`src/design/ibmw_pkg.sv`:
```
// ----------------------------------------------------------------------------
// ibmw_pkg: shared types and constants for the indirect block map walker
// Field widths, command codes and the front-to-back command record.
// ----------------------------------------------------------------------------
`default_nettype none

package ibmw_pkg;

  localparam int DIRECT_COUNT  = 12;
  localparam int MAX_LOG_BLOCK = 6;
  localparam int QUEUE_DEPTH   = 4;

  localparam int PTR_W        = 32;
  localparam int ADDR_W       = 48;
  localparam int FB_W         = 64;
  localparam int LOG_W        = 3;
  localparam int PTR_LOG_BASE = 8;   // pointers per 1 KiB block, log2
  localparam int BLK_LOG_BASE = 10;  // bytes per 1 KiB block, log2

  localparam logic REG_LOG_BLOCK_SIZE = 1'b0;
  localparam logic REG_VOLUME_BLOCKS  = 1'b1;

  typedef enum logic [1:0] {
    ACT_LOAD    = 2'd0,
    ACT_RESOLVE = 2'd1,
    ACT_REPLY   = 2'd2
  } act_t;

  typedef enum logic [1:0] {
    ST_REQUEST = 2'd0,
    ST_MAPPED  = 2'd1,
    ST_HOLE    = 2'd2,
    ST_ERROR   = 2'd3
  } status_t;

  typedef enum logic [2:0] {
    K_NOP    = 3'd0,
    K_LOAD   = 3'd1,
    K_DIRECT = 3'd2,
    K_WALK   = 3'd3,
    K_ERROR  = 3'd4,
    K_REPLY  = 3'd5
  } kind_t;

  typedef struct packed {
    kind_t      kind;
    logic [1:0] levels;
  } cmd_t;

  typedef struct packed {
    logic [LOG_W-1:0] log_blk;     // already clamped
    logic [PTR_W-1:0] vol_blocks;
  } cfg_t;

endpackage

`default_nettype wire

```
`src/design/indirect_block_map_walker.sv`:
```
// ----------------------------------------------------------------------------
// indirect_block_map_walker: file block to disk block translation
// Direct and single/double/triple indirect lookup, one level per reply.
// ----------------------------------------------------------------------------
// channel  dir  tdata                                        tuser
// in_      in   slot, pointer_value, file_block, reply_word  action
// out_     out  read_address, disk_block                     status
// cfg_     in   write enable / index / data, no read-back    -
//
// One item per cycle sustained while out_ is not stalled; an item is
// classified into the queue on acceptance and later reaches the result register.
// in_tready drops only when the 4-entry command queue is full.
// A stalled out_ channel holds the back end; the queue keeps absorbing items.
// Synchronous reset clears the pointer table, walk state and queue at once.
// ----------------------------------------------------------------------------
`default_nettype none

module indirect_block_map_walker #(
  parameter int DIRECT_COUNT  = ibmw_pkg::DIRECT_COUNT,
  parameter int MAX_LOG_BLOCK = ibmw_pkg::MAX_LOG_BLOCK
) (
  input  wire          clk,
  input  wire          rst_n,
  input  wire          cfg_we,
  input  wire          cfg_index,
  input  wire [31:0]   cfg_wdata,
  input  wire          in_tvalid,
  output logic         in_tready,
  input  wire [135:0]  in_tdata,   // slot, pointer_value, file_block, reply_word, pad
  input  wire [1:0]    in_tuser,   // action
  output logic         out_tvalid,
  input  wire          out_tready,
  output logic [79:0]  out_tdata,  // read_address, disk_block
  output logic [1:0]   out_tuser   // status
);

  localparam int TBL  = DIRECT_COUNT + 3;
  localparam int TW   = $clog2(TBL);
  localparam int PMAX = ibmw_pkg::PTR_LOG_BASE + MAX_LOG_BLOCK;
  localparam int AW   = (3 * PMAX > ibmw_pkg::PTR_W) ? 3 * PMAX : ibmw_pkg::PTR_W;

  ibmw_pkg::cfg_t  cfg;
  ibmw_pkg::cmd_t  push_cmd, q_cmd;
  logic            push, pop, q_valid, not_full;
  logic [TW-1:0]   push_tix, q_tix;
  logic [AW-1:0]   push_arg, q_arg;
  logic [1:0]      out_status;
  logic [47:0]     out_read_address;
  logic [31:0]     out_disk_block;

  assign in_tready = not_full;

  ibmw_front #(
    .DIRECT_COUNT  (DIRECT_COUNT),
    .MAX_LOG_BLOCK (MAX_LOG_BLOCK),
    .TW            (TW),
    .AW            (AW)
  ) u_front (
    .clk              (clk),
    .rst_n            (rst_n),
    .cfg_we           (cfg_we),
    .cfg_index        (cfg_index),
    .cfg_wdata        (cfg_wdata),
    .cfg_o            (cfg),
    .in_tvalid        (in_tvalid),
    .in_tready        (in_tready),
    .in_action        (in_tuser),
    .in_slot          (in_tdata[3:0]),
    .in_pointer_value (in_tdata[35:4]),
    .in_file_block    (in_tdata[99:36]),
    .in_reply_word    (in_tdata[131:100]),
    .push             (push),
    .push_cmd         (push_cmd),
    .push_tix         (push_tix),
    .push_arg         (push_arg)
  );

  ibmw_queue #(
    .DEPTH (ibmw_pkg::QUEUE_DEPTH),
    .TW    (TW),
    .AW    (AW)
  ) u_queue (
    .clk      (clk),
    .rst_n    (rst_n),
    .push     (push),
    .push_cmd (push_cmd),
    .push_tix (push_tix),
    .push_arg (push_arg),
    .not_full (not_full),
    .pop      (pop),
    .q_valid  (q_valid),
    .q_cmd    (q_cmd),
    .q_tix    (q_tix),
    .q_arg    (q_arg)
  );

  ibmw_back #(
    .DIRECT_COUNT  (DIRECT_COUNT),
    .MAX_LOG_BLOCK (MAX_LOG_BLOCK),
    .TW            (TW),
    .AW            (AW)
  ) u_back (
    .clk              (clk),
    .rst_n            (rst_n),
    .cfg_i            (cfg),
    .q_valid          (q_valid),
    .q_cmd            (q_cmd),
    .q_tix            (q_tix),
    .q_arg            (q_arg),
    .pop              (pop),
    .out_tvalid       (out_tvalid),
    .out_tready       (out_tready),
    .out_status       (out_status),
    .out_read_address (out_read_address),
    .out_disk_block   (out_disk_block)
  );

  assign out_tuser = out_status;
  assign out_tdata = {out_disk_block, out_read_address};

endmodule

`default_nettype wire

```
`src/design/ibmw_front.sv`:
```
// ----------------------------------------------------------------------------
// ibmw_front: configuration registers and item classification
// Decodes each item, picks the walk depth and rebases the file block index.
// ----------------------------------------------------------------------------
`default_nettype none

module ibmw_front #(
  parameter int DIRECT_COUNT  = ibmw_pkg::DIRECT_COUNT,
  parameter int MAX_LOG_BLOCK = ibmw_pkg::MAX_LOG_BLOCK,
  parameter int TW            = 4,
  parameter int AW            = 42
) (
  input  wire                          clk,
  input  wire                          rst_n,
  input  wire                          cfg_we,
  input  wire                          cfg_index,
  input  wire [ibmw_pkg::PTR_W-1:0]    cfg_wdata,
  output ibmw_pkg::cfg_t               cfg_o,
  input  wire                          in_tvalid,
  input  wire                          in_tready,
  input  wire [1:0]                    in_action,
  input  wire [3:0]                    in_slot,
  input  wire [ibmw_pkg::PTR_W-1:0]    in_pointer_value,
  input  wire [ibmw_pkg::FB_W-1:0]     in_file_block,
  input  wire [ibmw_pkg::PTR_W-1:0]    in_reply_word,
  output logic                         push,
  output ibmw_pkg::cmd_t               push_cmd,
  output logic [TW-1:0]                push_tix,
  output logic [AW-1:0]                push_arg
);

  localparam int TBL  = DIRECT_COUNT + 3;
  localparam int PMAX = ibmw_pkg::PTR_LOG_BASE + MAX_LOG_BLOCK;
  localparam int IW   = 3 * PMAX;
  localparam int FB_W = ibmw_pkg::FB_W;

  logic [ibmw_pkg::LOG_W-1:0] log_r, log_nxt;
  logic [ibmw_pkg::PTR_W-1:0] vol_r, vol_nxt;
  logic [ibmw_pkg::LOG_W-1:0] lb;
  logic [3:0]                 p1;
  logic [4:0]                 p2;
  logic [5:0]                 p3;
  logic [FB_W-1:0]            lim1, lim2, lim3, off1, off2, off3, d1, d2, d3;

  always_comb begin
    log_nxt = log_r;
    vol_nxt = vol_r;
    if (cfg_we) begin
      case (cfg_index)
        ibmw_pkg::REG_LOG_BLOCK_SIZE: log_nxt = cfg_wdata[ibmw_pkg::LOG_W-1:0];
        ibmw_pkg::REG_VOLUME_BLOCKS:  vol_nxt = cfg_wdata;
        default: ;
      endcase
    end
  end

  always_ff @(posedge clk) begin
    if (!rst_n) begin
      log_r <= '0;
      vol_r <= '0;
    end else begin
      log_r <= log_nxt;
      vol_r <= vol_nxt;
    end
  end

  assign lb = (log_r > ibmw_pkg::LOG_W'(MAX_LOG_BLOCK)) ?
              ibmw_pkg::LOG_W'(MAX_LOG_BLOCK) : log_r;
  assign cfg_o.log_blk    = lb;
  assign cfg_o.vol_blocks = vol_r;

  assign p1 = 4'(ibmw_pkg::PTR_LOG_BASE) + 4'(lb);
  assign p2 = {p1, 1'b0};
  assign p3 = 6'(p2) + 6'(p1);

  // depth boundaries: DIRECT_COUNT is below any level span, so OR is an add
  assign lim1 = FB_W'(1) << p1;
  assign lim2 = FB_W'(1) << p2;
  assign lim3 = FB_W'(1) << p3;
  assign off1 = FB_W'(DIRECT_COUNT);
  assign off2 = off1 | lim1;
  assign off3 = off2 | lim2;
  assign d1   = in_file_block - off1;
  assign d2   = in_file_block - off2;
  assign d3   = in_file_block - off3;

  always_comb begin
    push_cmd.kind   = ibmw_pkg::K_NOP;
    push_cmd.levels = 2'd0;
    push_tix        = '0;
    push_arg        = '0;
    case (ibmw_pkg::act_t'(in_action))
      ibmw_pkg::ACT_LOAD: begin
        if (5'(in_slot) < 5'(TBL)) begin
          push_cmd.kind = ibmw_pkg::K_LOAD;
          push_tix      = TW'(in_slot);
          push_arg      = AW'(in_pointer_value);
        end
      end
      ibmw_pkg::ACT_RESOLVE: begin
        if (in_file_block < off1) begin
          push_cmd.kind = ibmw_pkg::K_DIRECT;
          push_tix      = TW'(in_file_block[4:0]);
        end else if (d1 < lim1) begin
          push_cmd.kind = ibmw_pkg::K_WALK;
          push_tix      = TW'(DIRECT_COUNT);
          push_arg      = AW'(d1[IW-1:0]);
        end else if (d2 < lim2) begin
          push_cmd.kind   = ibmw_pkg::K_WALK;
          push_cmd.levels = 2'd1;
          push_tix        = TW'(DIRECT_COUNT + 1);
          push_arg        = AW'(d2[IW-1:0]);
        end else if (d3 < lim3) begin
          push_cmd.kind   = ibmw_pkg::K_WALK;
          push_cmd.levels = 2'd2;
          push_tix        = TW'(DIRECT_COUNT + 2);
          push_arg        = AW'(d3[IW-1:0]);
        end else begin
          push_cmd.kind = ibmw_pkg::K_ERROR;
        end
      end
      ibmw_pkg::ACT_REPLY: begin
        push_cmd.kind = ibmw_pkg::K_REPLY;
        push_arg      = AW'(in_reply_word);
      end
      default: ;
    endcase
  end

  assign push = in_tvalid && in_tready && (push_cmd.kind != ibmw_pkg::K_NOP);

endmodule

`default_nettype wire

```
`src/design/ibmw_queue.sv`:
```
// ----------------------------------------------------------------------------
// ibmw_queue: command queue between front and back
// Small first-in first-out buffer of classified commands.
// ----------------------------------------------------------------------------
`default_nettype none

module ibmw_queue #(
  parameter int DEPTH = ibmw_pkg::QUEUE_DEPTH,
  parameter int TW    = 4,
  parameter int AW    = 42
) (
  input  wire                    clk,
  input  wire                    rst_n,
  input  wire                    push,
  input  ibmw_pkg::cmd_t         push_cmd,
  input  wire [TW-1:0]           push_tix,
  input  wire [AW-1:0]           push_arg,
  output logic                   not_full,
  input  wire                    pop,
  output logic                   q_valid,
  output ibmw_pkg::cmd_t         q_cmd,
  output logic [TW-1:0]          q_tix,
  output logic [AW-1:0]          q_arg
);

  localparam int PW = (DEPTH > 1) ? $clog2(DEPTH) : 1;
  localparam int CW = $clog2(DEPTH + 1);

  ibmw_pkg::cmd_t  cmd_mem [DEPTH];
  logic [TW-1:0]   tix_mem [DEPTH];
  logic [AW-1:0]   arg_mem [DEPTH];
  logic [PW-1:0]   wptr_r, wptr_nxt, rptr_r, rptr_nxt;
  logic [CW-1:0]   cnt_r, cnt_nxt;
  logic            do_pop;

  assign not_full = (cnt_r != CW'(DEPTH));
  assign q_valid  = (cnt_r != '0);
  assign do_pop   = pop && q_valid;
  assign q_cmd    = cmd_mem[rptr_r];
  assign q_tix    = tix_mem[rptr_r];
  assign q_arg    = arg_mem[rptr_r];

  always_comb begin
    wptr_nxt = wptr_r;
    rptr_nxt = rptr_r;
    cnt_nxt  = cnt_r;
    if (push) begin
      wptr_nxt = (wptr_r == PW'(DEPTH - 1)) ? '0 : wptr_r + PW'(1);
    end
    if (do_pop) begin
      rptr_nxt = (rptr_r == PW'(DEPTH - 1)) ? '0 : rptr_r + PW'(1);
    end
    if (push && !do_pop) begin
      cnt_nxt = cnt_r + CW'(1);
    end else if (!push && do_pop) begin
      cnt_nxt = cnt_r - CW'(1);
    end
  end

  always_ff @(posedge clk) begin
    if (!rst_n) begin
      wptr_r <= '0;
      rptr_r <= '0;
      cnt_r  <= '0;
    end else begin
      wptr_r <= wptr_nxt;
      rptr_r <= rptr_nxt;
      cnt_r  <= cnt_nxt;
    end
  end

  always_ff @(posedge clk) begin
    if (push) begin
      cmd_mem[wptr_r] <= push_cmd;
      tix_mem[wptr_r] <= push_tix;
      arg_mem[wptr_r] <= push_arg;
    end
  end

`ifndef SYNTHESIS
  a_no_overflow: assert property (@(posedge clk) disable iff (!rst_n)
    cnt_r <= CW'(DEPTH))
    else $error("queue count above depth");

  a_push_has_room: assert property (@(posedge clk) disable iff (!rst_n)
    push |-> not_full)
    else $error("push into full queue");
`endif

endmodule

`default_nettype wire

```
`src/design/ibmw_back.sv`:
```
// ----------------------------------------------------------------------------
// ibmw_back: pointer table, walk state and result register
// Executes queued commands one per cycle unless a stalled result holds it, and holds the outgoing result.
// ----------------------------------------------------------------------------
`default_nettype none

module ibmw_back #(
  parameter int DIRECT_COUNT  = ibmw_pkg::DIRECT_COUNT,
  parameter int MAX_LOG_BLOCK = ibmw_pkg::MAX_LOG_BLOCK,
  parameter int TW            = 4,
  parameter int AW            = 42
) (
  input  wire                          clk,
  input  wire                          rst_n,
  input  ibmw_pkg::cfg_t               cfg_i,
  input  wire                          q_valid,
  input  ibmw_pkg::cmd_t               q_cmd,
  input  wire [TW-1:0]                 q_tix,
  input  wire [AW-1:0]                 q_arg,
  output logic                         pop,
  output logic                         out_tvalid,
  input  wire                          out_tready,
  output logic [1:0]                   out_status,
  output logic [ibmw_pkg::ADDR_W-1:0]  out_read_address,
  output logic [ibmw_pkg::PTR_W-1:0]   out_disk_block
);

  localparam int TBL    = DIRECT_COUNT + 3;
  localparam int PMAX   = ibmw_pkg::PTR_LOG_BASE + MAX_LOG_BLOCK;
  localparam int IW     = 3 * PMAX;
  localparam int RW     = 2 * PMAX;
  localparam int SW     = $clog2(2 * PMAX + 1);
  localparam int PTR_W  = ibmw_pkg::PTR_W;
  localparam int ADDR_W = ibmw_pkg::ADDR_W;

  logic [PTR_W-1:0]   table_r [TBL];
  logic [RW-1:0]      rem_r, rem_nxt;
  logic [1:0]         lvl_r, lvl_nxt;
  logic               busy_r, busy_nxt;
  logic               out_valid_r, out_valid_nxt;
  ibmw_pkg::status_t  out_status_r;
  logic [ADDR_W-1:0]  out_addr_r;
  logic [PTR_W-1:0]   out_disk_r;

  logic               fire;
  logic [PTR_W-1:0]   tbl_word, reply_w;
  logic               do_issue;
  logic [PTR_W-1:0]   iss_blk;
  logic [IW-1:0]      iss_idx, iss_shifted, iss_mask;
  logic [1:0]         iss_lvl;
  logic [3:0]         p1;
  logic [SW-1:0]      shamt;
  logic [4:0]         blk_sh;
  logic [ADDR_W-1:0]  iss_addr;
  logic               res_valid;
  ibmw_pkg::status_t  res_status;
  logic [ADDR_W-1:0]  res_addr;
  logic [PTR_W-1:0]   res_disk;

  assign fire     = q_valid && (!out_valid_r || out_tready);
  assign pop      = fire;
  assign tbl_word = table_r[q_tix];
  assign reply_w  = q_arg[PTR_W-1:0];
  assign p1       = 4'(ibmw_pkg::PTR_LOG_BASE) + 4'(cfg_i.log_blk);
  assign blk_sh   = 5'(ibmw_pkg::BLK_LOG_BASE) + 5'(cfg_i.log_blk);

  always_comb begin
    do_issue   = 1'b0;
    iss_blk    = '0;
    iss_idx    = '0;
    iss_lvl    = 2'd0;
    res_valid  = 1'b0;
    res_status = ibmw_pkg::ST_HOLE;
    res_addr   = '0;
    res_disk   = '0;
    busy_nxt   = busy_r;
    rem_nxt    = rem_r;
    lvl_nxt    = lvl_r;
    if (fire) begin
      case (q_cmd.kind)
        ibmw_pkg::K_DIRECT: begin
          busy_nxt   = 1'b0;
          res_valid  = 1'b1;
          res_status = (tbl_word == '0) ? ibmw_pkg::ST_HOLE : ibmw_pkg::ST_MAPPED;
          res_disk   = tbl_word;
        end
        ibmw_pkg::K_WALK: begin
          do_issue = 1'b1;
          iss_blk  = tbl_word;
          iss_idx  = q_arg[IW-1:0];
          iss_lvl  = q_cmd.levels;
        end
        ibmw_pkg::K_ERROR: begin
          busy_nxt   = 1'b0;
          res_valid  = 1'b1;
          res_status = ibmw_pkg::ST_ERROR;
        end
        ibmw_pkg::K_REPLY: begin
          if (busy_r) begin
            if (lvl_r == 2'd0) begin
              busy_nxt   = 1'b0;
              res_valid  = 1'b1;
              res_status = (reply_w == '0) ? ibmw_pkg::ST_HOLE : ibmw_pkg::ST_MAPPED;
              res_disk   = reply_w;
            end else begin
              do_issue = 1'b1;
              iss_blk  = reply_w;
              iss_idx  = IW'(rem_r);
              iss_lvl  = lvl_r - 2'd1;
            end
          end
        end
        default: ;
      endcase
    end

    case (iss_lvl)
      2'd1:    shamt = SW'(p1);
      2'd2:    shamt = SW'({p1, 1'b0});
      default: shamt = '0;
    endcase
    iss_shifted = iss_idx >> shamt;
    iss_mask    = ~({IW{1'b1}} << shamt);
    // entry offset stays below the block size, so the OR is the sum
    iss_addr    = (ADDR_W'(iss_blk) << blk_sh) |
                  (ADDR_W'(iss_shifted[PMAX-1:0]) << 2);

    if (do_issue) begin
      res_valid = 1'b1;
      busy_nxt  = 1'b0;
      if (iss_blk == '0) begin
        res_status = ibmw_pkg::ST_HOLE;
      end else if (iss_blk >= cfg_i.vol_blocks) begin
        res_status = ibmw_pkg::ST_ERROR;
      end else begin
        res_status = ibmw_pkg::ST_REQUEST;
        res_addr   = iss_addr;
        busy_nxt   = 1'b1;
        rem_nxt    = RW'(iss_idx & iss_mask);
        lvl_nxt    = iss_lvl;
      end
    end

    if (res_valid) begin
      out_valid_nxt = 1'b1;
    end else if (out_tready) begin
      out_valid_nxt = 1'b0;
    end else begin
      out_valid_nxt = out_valid_r;
    end
  end

  always_ff @(posedge clk) begin
    if (!rst_n) begin
      for (int i = 0; i < TBL; i++) begin
        table_r[i] <= '0;
      end
      rem_r       <= '0;
      lvl_r       <= '0;
      busy_r      <= 1'b0;
      out_valid_r <= 1'b0;
    end else begin
      if (fire && (q_cmd.kind == ibmw_pkg::K_LOAD)) begin
        table_r[q_tix] <= q_arg[PTR_W-1:0];
      end
      rem_r       <= rem_nxt;
      lvl_r       <= lvl_nxt;
      busy_r      <= busy_nxt;
      out_valid_r <= out_valid_nxt;
    end
  end

  always_ff @(posedge clk) begin
    if (res_valid) begin
      out_status_r <= res_status;
      out_addr_r   <= res_addr;
      out_disk_r   <= res_disk;
    end
  end

  assign out_tvalid       = out_valid_r;
  assign out_status       = out_status_r;
  assign out_read_address = out_addr_r;
  assign out_disk_block   = out_disk_r;

`ifndef SYNTHESIS
  a_walk_starts_with_request: assert property (@(posedge clk) disable iff (!rst_n)
    $rose(busy_r) |-> (out_valid_r && (out_status_r == ibmw_pkg::ST_REQUEST)))
    else $error("walk armed without a read request");

  a_idle_reply_silent: assert property (@(posedge clk) disable iff (!rst_n)
    (fire && (q_cmd.kind == ibmw_pkg::K_REPLY) && !busy_r) |=> !out_valid_r)
    else $error("reply while idle produced an item");

  a_request_word_aligned: assert property (@(posedge clk) disable iff (!rst_n)
    (out_valid_r && (out_status_r == ibmw_pkg::ST_REQUEST)) |->
      ((out_addr_r[1:0] == 2'b00) && (out_disk_r == '0)))
    else $error("request item malformed");

  a_answer_no_address: assert property (@(posedge clk) disable iff (!rst_n)
    (out_valid_r && (out_status_r != ibmw_pkg::ST_REQUEST)) |-> (out_addr_r == '0))
    else $error("address on a final answer");
`endif

endmodule

`default_nettype wire

```
`config.mk`:
```
export PLATFORM = sky130hd
export DESIGN_NAME = indirect_block_map_walker
export DESIGN_NICKNAME = d
export VERILOG_FILES = /design/src/design/ibmw_pkg.sv /design/src/design/indirect_block_map_walker.sv /design/src/design/ibmw_front.sv /design/src/design/ibmw_queue.sv /design/src/design/ibmw_back.sv
export SDC_FILE = /design/constraint.sdc
export NUM_CORES = 2
export LEC_CHECK = 0
export BUFFER_PORTS_ARGS = -buffer_cell sky130_fd_sc_hd__buf_2
export CAP_MARGIN = 20
export CELL_PAD_IN_SITES_DETAIL_PLACEMENT = 0
export CELL_PAD_IN_SITES_GLOBAL_PLACEMENT = 1
export CORE_MARGIN = 2
export CORE_UTILIZATION = 45
export DETAILED_ROUTE_END_ITERATION = 7
export PLACE_DENSITY_LB_ADDON = 0.1
export SYNTH_ARGS = -nofsm -noshare
export SYNTH_HDL_FRONTEND = slang
export SYNTH_SLANG_ARGS = --single-unit
```
`constraint.sdc`:
```
create_clock -name clk -period 15.9 [get_ports clk]
set_input_delay 1.59 -clock clk [delete_from_list [all_inputs] [get_ports clk]]
set_output_delay 1.59 -clock clk [all_outputs]
set_load 0.005 [all_outputs]
```
* After elaboration in Yosys (flattened, before gate mapping)
Memories as Yosys holds them, arrays and structs flattened. A register that Yosys moved wholly into a read port is not among the register bits.
Index checks and enable logic that the tools add are counted.
** Operators by class
- Muxes and demuxes :: 83
- Bitwise gates (word level) :: 8
- Eq/ne operators :: 12
- $add $sub $neg :: 11
- Shifts and indexed selects :: 6
- Magnitude comparators :: 7
- Reduce and logical (&&, ||, !) cells :: 29
** Operators by type and width (count)
- 42-bit 2-to-1 mux :: 6
- 32-bit 2-to-1 mux :: 7
- 64-bit < comparator :: 3
- 32-bit case mux with 2 select lines :: 2
- 64-bit subtractor :: 2
- 42-bit case mux with 3 select lines :: 1
- 32-bit logical NOT :: 3
- 42-bit case mux with 2 select lines :: 1
- 64-bit by 4-bit < comparator with 1-bit output (second input constant) :: 1
- 64-bit OR :: 1
- 1-bit by 4-bit left shift with 64-bit output (first input constant) :: 1
- 1-bit by 5-bit left shift with 64-bit output (first input constant) :: 1
- 1-bit by 6-bit left shift with 64-bit output (first input constant) :: 1
- 64-bit by 4-bit subtractor with 64-bit output (second input constant) :: 1
- 48-bit by 16-bit OR with 48-bit output :: 1
- 32-bit by 5-bit left shift with 48-bit output :: 1
- 2-bit 2-to-1 mux :: 23
- 42-bit by 5-bit left shift with 28-bit output (first input constant) :: 1
- 42-bit by 5-bit >> shifter with 14-bit output :: 1
- 32-bit greater-or-equal comparator :: 1
- 32-bit OR reduction :: 1
- 28-bit bitwise AND :: 1
- 28-bit 2-to-1 mux :: 1
- 28-bit NOT :: 1
- other kinds (36) :: 93
** Storage, ports and cells
- Logic and storage cells :: 172
- Register bits after elaboration :: 156
- RAM bits :: 684
- Input port bits :: 176
- Memories kept :: 4
** Memories
- u_back.table_r :: depth 15, bits a word 32, read ports 1, clocked after memory_dff 0, wr ports 15, RTL line ibmw_back.sv:36 : logic [PTR_W-1:0] table_r [TBL];
- u_queue.arg_mem :: depth 4, bits a word 42, read ports 1, clocked after memory_dff 1, wr ports 1, RTL line ibmw_queue.sv:31 : logic [AW-1:0] arg_mem [DEPTH];
- u_queue.cmd_mem :: depth 4, bits a word 5, read ports 1, clocked after memory_dff 1, wr ports 1, RTL line ibmw_queue.sv:29 : ibmw_pkg::cmd_t cmd_mem [DEPTH];
- u_queue.tix_mem :: depth 4, bits a word 4, read ports 1, clocked after memory_dff 1, wr ports 1, RTL line ibmw_queue.sv:30 : logic [TW-1:0] tix_mem [DEPTH];

* Longest topological paths before layout
- Depth after elaboration :: 18
- Mapped depth :: 29
- Mapped depth without buffers :: 27

* Hierarchy
Synthesis repeated with hierarchy kept, for this count alone.
** Second synthesis, totals
- Cell total of the unflattened synthesis :: 4140
- Area total of the unflattened synthesis :: 48954.5 um2
** Modules (own cells, without submodules)
- ibmw_back :: cells each 2649, area each 32984.1 um2, times used 1
- ibmw_front :: cells each 1177, area each 8092.8 um2, times used 1
- ibmw_queue :: cells each 314, area each 7877.6 um2, times used 1

* Worst setup path after synthesis
OpenSTA, ideal clock, no wires.
- Path kind :: in2reg
- From :: in in_tdata[41]
- To :: mem u_queue.cmd_mem[0][2] (netlist bit), data pin
- Slack :: 8626 ps
- Stages on the path :: 22
- Path buffers :: 1
- Arrival :: 6979 ps
- Data required time :: 15606 ps
- Cell sequence :: or4_1 > o311ai_1 > a211oi_1 > and4b_1 > o311ai_0 > a21oi_1 > nand2_1 > nor3_1 > nand3_1 > xnor2_1 > ha_1 > nand4_1 > or3_1 > nor4_1 > nand4_1 > or3_1 > a31oi_1 > a2111o_1 > nor2_1 > o31ai_2 > clkbuf_1 > o21ai_0
** RTL lines
- start: declaration :: RTL line indirect_block_map_walker.sv:29 : input wire [135:0] in_tdata,
- end: declaration :: RTL line ibmw_queue.sv:29

* Final worst setup path
- From :: reg u_front.log_r[1] (netlist bit)
- To :: mem u_queue.arg_mem[1][38], data pin
** Between the ends
- Word-level cells in the longest chain between the ends :: 12
** RTL lines
- start: declaration :: RTL line ibmw_front.sv:37 : logic [ibmw_pkg::LOG_W-1:0] log_r, log_nxt;
- start signal: assignment :: RTL line ibmw_front.sv:62 : log_r <= log_nxt;
- 3-bit greater-than comparator :: RTL line ibmw_front.sv:67 : assign lb = (log_r > ibmw_pkg::LOG_W'(MAX_LOG_BLOCK)) ?
- 3-bit 2-to-1 mux (*) :: RTL line ibmw_front.sv:67
- 4-bit by 3-bit adder with 4-bit output (*) :: RTL line ibmw_front.sv:72 : assign p1 = 4'(ibmw_pkg::PTR_LOG_BASE) + 4'(lb);
- 1-bit by 4-bit left shift with 64-bit output or 1-bit by 5-bit left shift with 64-bit output (tied branches) :: RTL line ibmw_front.sv:77, ibmw_front.sv:78
- 64-bit OR :: RTL line ibmw_front.sv:82 : assign off3 = off2 | lim2;
- 64-bit subtractor :: RTL line ibmw_front.sv:85 : assign d3 = in_file_block - off3;
- 64-bit < comparator :: RTL line ibmw_front.sv:113 : end else if (d3 < lim3) begin
- 42-bit 2-to-1 mux :: RTL line ibmw_front.sv:113
- 42-bit 2-to-1 mux :: RTL line ibmw_front.sv:108 : end else if (d2 < lim2) begin
- 42-bit 2-to-1 mux (*) :: RTL line ibmw_front.sv:104 : end else if (d1 < lim1) begin
- 42-bit 2-to-1 mux (*) :: RTL line ibmw_front.sv:101 : if (in_file_block < off1) begin
- 42-bit case mux with 3 select lines (*) :: RTL line ibmw_front.sv:92 : case (ibmw_pkg::act_t'(in_action))
- net push_arg[38] :: RTL line indirect_block_map_walker.sv:46 : logic [AW-1:0] push_arg, q_arg;
- end: declaration :: RTL line ibmw_queue.sv:31
Mark *: on every way through the listed nets, which the timed path passes. The rest lies on a longest branch.

==> results.md <==
- PostCTS Resize Cnt: 0
- Unrepaired setup endpoints after global routing: false
- CP peak stage delay: 0.71 ns
- Comb pwr share: a little over two fifths
- Placer Congestion: about 0.98
- Initial drt markers: ~4.8k
- Setup crit end kind: flip-flop
- Maximum fanout along the worst path: 33
- Setup TNS: 0 ns
- CTS root buf: clkbuf_16
- DRC Markers: 0
- Clock Sinks: 874
- Share of layout cells above drive strength 1: between 15 and 20%
- Antenna violations before repair: 4
- Area delta synth->final: 12.3%
- Io pins: 260
- Worst-margin pin slew: 1.16 ns
- Port bufs: between 200 and 300
- Vias in the first global route: 36.9k
- Worst path slowest cell: nor2_1
- Pwr Density: about 160 nW/µm²
- Clk_lat worst skew: around 0.70 ns
- Hold Crit Start: u_front.vol_r[29]
- WS Path Type: reg2reg
- Largest net degree at the start of global routing: around 110
- Crit path from: u_front.log_r[1]
- DR vias: approximately 40k
- Setup WS post-layout: between 5 and 6 ns
- Final Max Slew Viols: 0
- Distinct cell type count after synthesis: between 80 and 90
- Cell taking the most area after synthesis: edfxtp_1
- Cell leakage power: ~0.02 µW
- Final setup fails: 0
- Flops & latches, synth: ~900
- Clock Path Buffers: 3
- Initial Util: approximately 45%
- Worst path required time: about 16 ns
- Max_slew headroom: 22.4%
- TritonCTS clock tree: yes
- Nets: about 5k
- Clock share of power: 24.7%
- Sw frac: between 40 and 50%
- DP Worst Slack: 5.55 ns
- Total Routing Usage GR: ~32%
- Max Cap Violations: 0
- DIE WIDTH: approximately 330 µm
- Worst Hold Class: reg2reg
- WL final: ~180 mm
- WP data arrival: around 10 ns
- Crit start category: flip-flop
- Most used cell, CP: a21o_1
- GRT overflow: 0
- Crit share post-route: ~62%
- Clock Skew: roughly 0.051 ns
- Hold depth: 2
- CTS H-Tree Depth: 3
- Worst-path clk slew: 0.07 ns
- Synth Warn #: 0
- CTS buffer count: 95
- Antenna Violating Nets Remaining: 0
- Crit. path cell count: 27
- Post-Syn Instances: around 4.5k
- Net Sw Power: between 3000 and 4000 µW
- Vias per std cell: 6.31
- Number of synthesized flops with an enable pin: between 700 and 800
- Max IR drop VDD: about 180 µV
- Die area: 112000 µm²
- Int Pwr: ~5000 µW
- Detailed Routing Iterations Pass 1: 6
- First-pass GRT wire length: 262 mm
- Count leader, synth: edfxtp_1
- Post-Syn Area: roughly 50000 µm²
- Max Freq: about 0.1 GHz
- Bufs and invs on worst path: 2
- Delay-heaviest family, CP: simple AND/OR/NAND/NOR gates
- Status: completed
- RR Startpoint: u_front.log_r[1]
- Core area: between 100000 and 150000 µm²
- Die height: between 300 and 400 µm
- DR WL/cell: roughly 29 µm
- Sequential share of the synthesized area: about half
- Post-synth ARST share: 0%
- Worst R2R Path Depth: 27
- Main synth FF type: edfxtp_1
- Post-CTS Setup Repair Bufs: 0
- Final Hold Viols: 0
- Min Tclk post-route: 9.93 ns
- Placed wire-length estimate: 128 mm
- Top cells by area, synth: edfxtp_1 (49%), mux2i_1 (6.9%), nor2_1 (5.5%), mux4_2 (4.0%), ha_1 (3.6%)
- Reg power frac: 31.7%
- Core Rows: between 100 and 150
- Top-area cell type share of the netlist area: between 40% and 50%
- Average cell area after synthesis: 10.8 µm²
- CTS Hold Buffers Added: 0
- Top post-synthesis cells by count: edfxtp_1 (798), nor2_1 (715), nand2_1 (420)
[power by group through the flow]
stage / Sequential [µW] / Combinational [µW] / Clock [µW]
finish: 2850 / 3920 / 2220
global route: 2870 / 4070 / 2330
CTS: 2860 / 3820 / 2240
detailed placement: 2900 / 3810 / 0
global placement: 2900 / 3800 / 0
floorplan: 2880 / 2210 / 0
[state kept, by name (all words and copies together), names as in the netlist, 2 cells and up, named ones only]
name	flops
u_back.lvl_r	2
u_back.out_disk_block	32
u_back.out_read_address	48
u_back.out_status	2
u_back.rem_r	28
u_back.table_r	512
u_front.log_r	3
u_front.vol_r	32
u_queue.arg_mem	168
u_queue.cmd_mem	20
u_queue.cnt_r	3
u_queue.rptr_r	2
u_queue.tix_mem	16
u_queue.wptr_r	2
[worst min-delay path, cell delays in order (launching register included)]
cell	delay, ns
dfxtp_1	0.31
nand2_1	0.05
a21oi_1	0.05
[routing by layer]
layer  part of all wire (%)  vias to the layer above  track usage (%)  wire length, µm
met5                  0.025                        -                0               46
met1                     42                    19400             45.1            76300
li1                       -                    17300                -                -
met2                     44                     1936             48.9            80300
met4                    4.8                        4             13.7             8670
met3                    9.0                      354             5.62            16300
[logic make-up (layout without fill, tap and decap cells)]
family          Yosys count  in the layout  synth area share (%)
compound gates          839            839                  11.7
xor+xnor                 96             96                  1.71
fa+ha+maj               144            144                  3.70
buf+inv                 451            685                  3.65
flops                   874            874                  51.9
mux                     477            477                  12.1
other cells               2              7                0.0153
simple gates           1644           1644                  15.2
[metrics by stage]
step           area, µm²  std cells  utilization (%)  power [µW]  hold WS [ns]
2_1_floorplan      49100       4531                -        5090         0.432
3_3_place_gp       51900       5998             47.8        6700         0.444
3_5_place_dp       52000       6002             47.9        6710         0.447
4_1_cts            55100       6176             50.7        8910         0.455
5_1_grt            55100       6179             50.8        9270         0.471
6_report           55100       6180             50.8        8990         0.453
[path summary, 6_finish.rpt]
path | to | slack, ns
worst max-delay path | u_queue.arg_mem[1][38] | 5.97
worst min-delay path | u_front.vol_r[29] | 0.45
worst max register to register | u_queue.arg_mem[1][38] | 5.97
worst min register to register | u_front.vol_r[29] | 0.45
[final cells by class]
| cell class | count | area (µm²) |
|---|---|---|
| Fill cell | 9834 | 53400 |
| Sequential cell | 874 | 25500 |
| Multi-Input combinational cell | 3206 | 21900 |
| Clock buffer | 117 | 2480 |
| Timing Repair Buffer | 384 | 2320 |
| Tap cell | 1414 | 1770 |
| Clock inverter | 57 | 633 |
| Inverter | 127 | 477 |
| Antenna cell | 1 | 2.50 |
[cell usage in the layout (no fill, tap or decap), types with 20 or more instances in the layout]
cell type  Yosys  layout
a221oi_1      24      24
dfxtp_1       76      74
nor2b_1       33      31
o22ai_1       33      33
a32oi_1       31      31
o21ai_0      126     124
a211oi_1      34      34
nor3_1        96      95
inv_1        124     123
a21oi_1      176     173
or4_1         23      23
buf_4          5     122
nor2_1       715     709
nor4_1        42      41
clkbuf_1     246      20
or3_1         28      28
or2_2         21      21
clkinv_1       0      20
mux2_2        52      52
a22oi_1      130     130
ha_1         142     142
nand2_1      420     413
xnor2_1       52      52
buf_2         44     257
o21a_1        22      22
nand4_1       61      61
xor2_1        44      44
o211ai_1      31      31
a21o_1        56      56
mux4_2        88      84
and3_1        25      25
edfxtp_1     798     798
mux2i_1      337     337
nand3_1       69      69
clkbuf_16      0      95
Power figures use the tool's default switching activity.
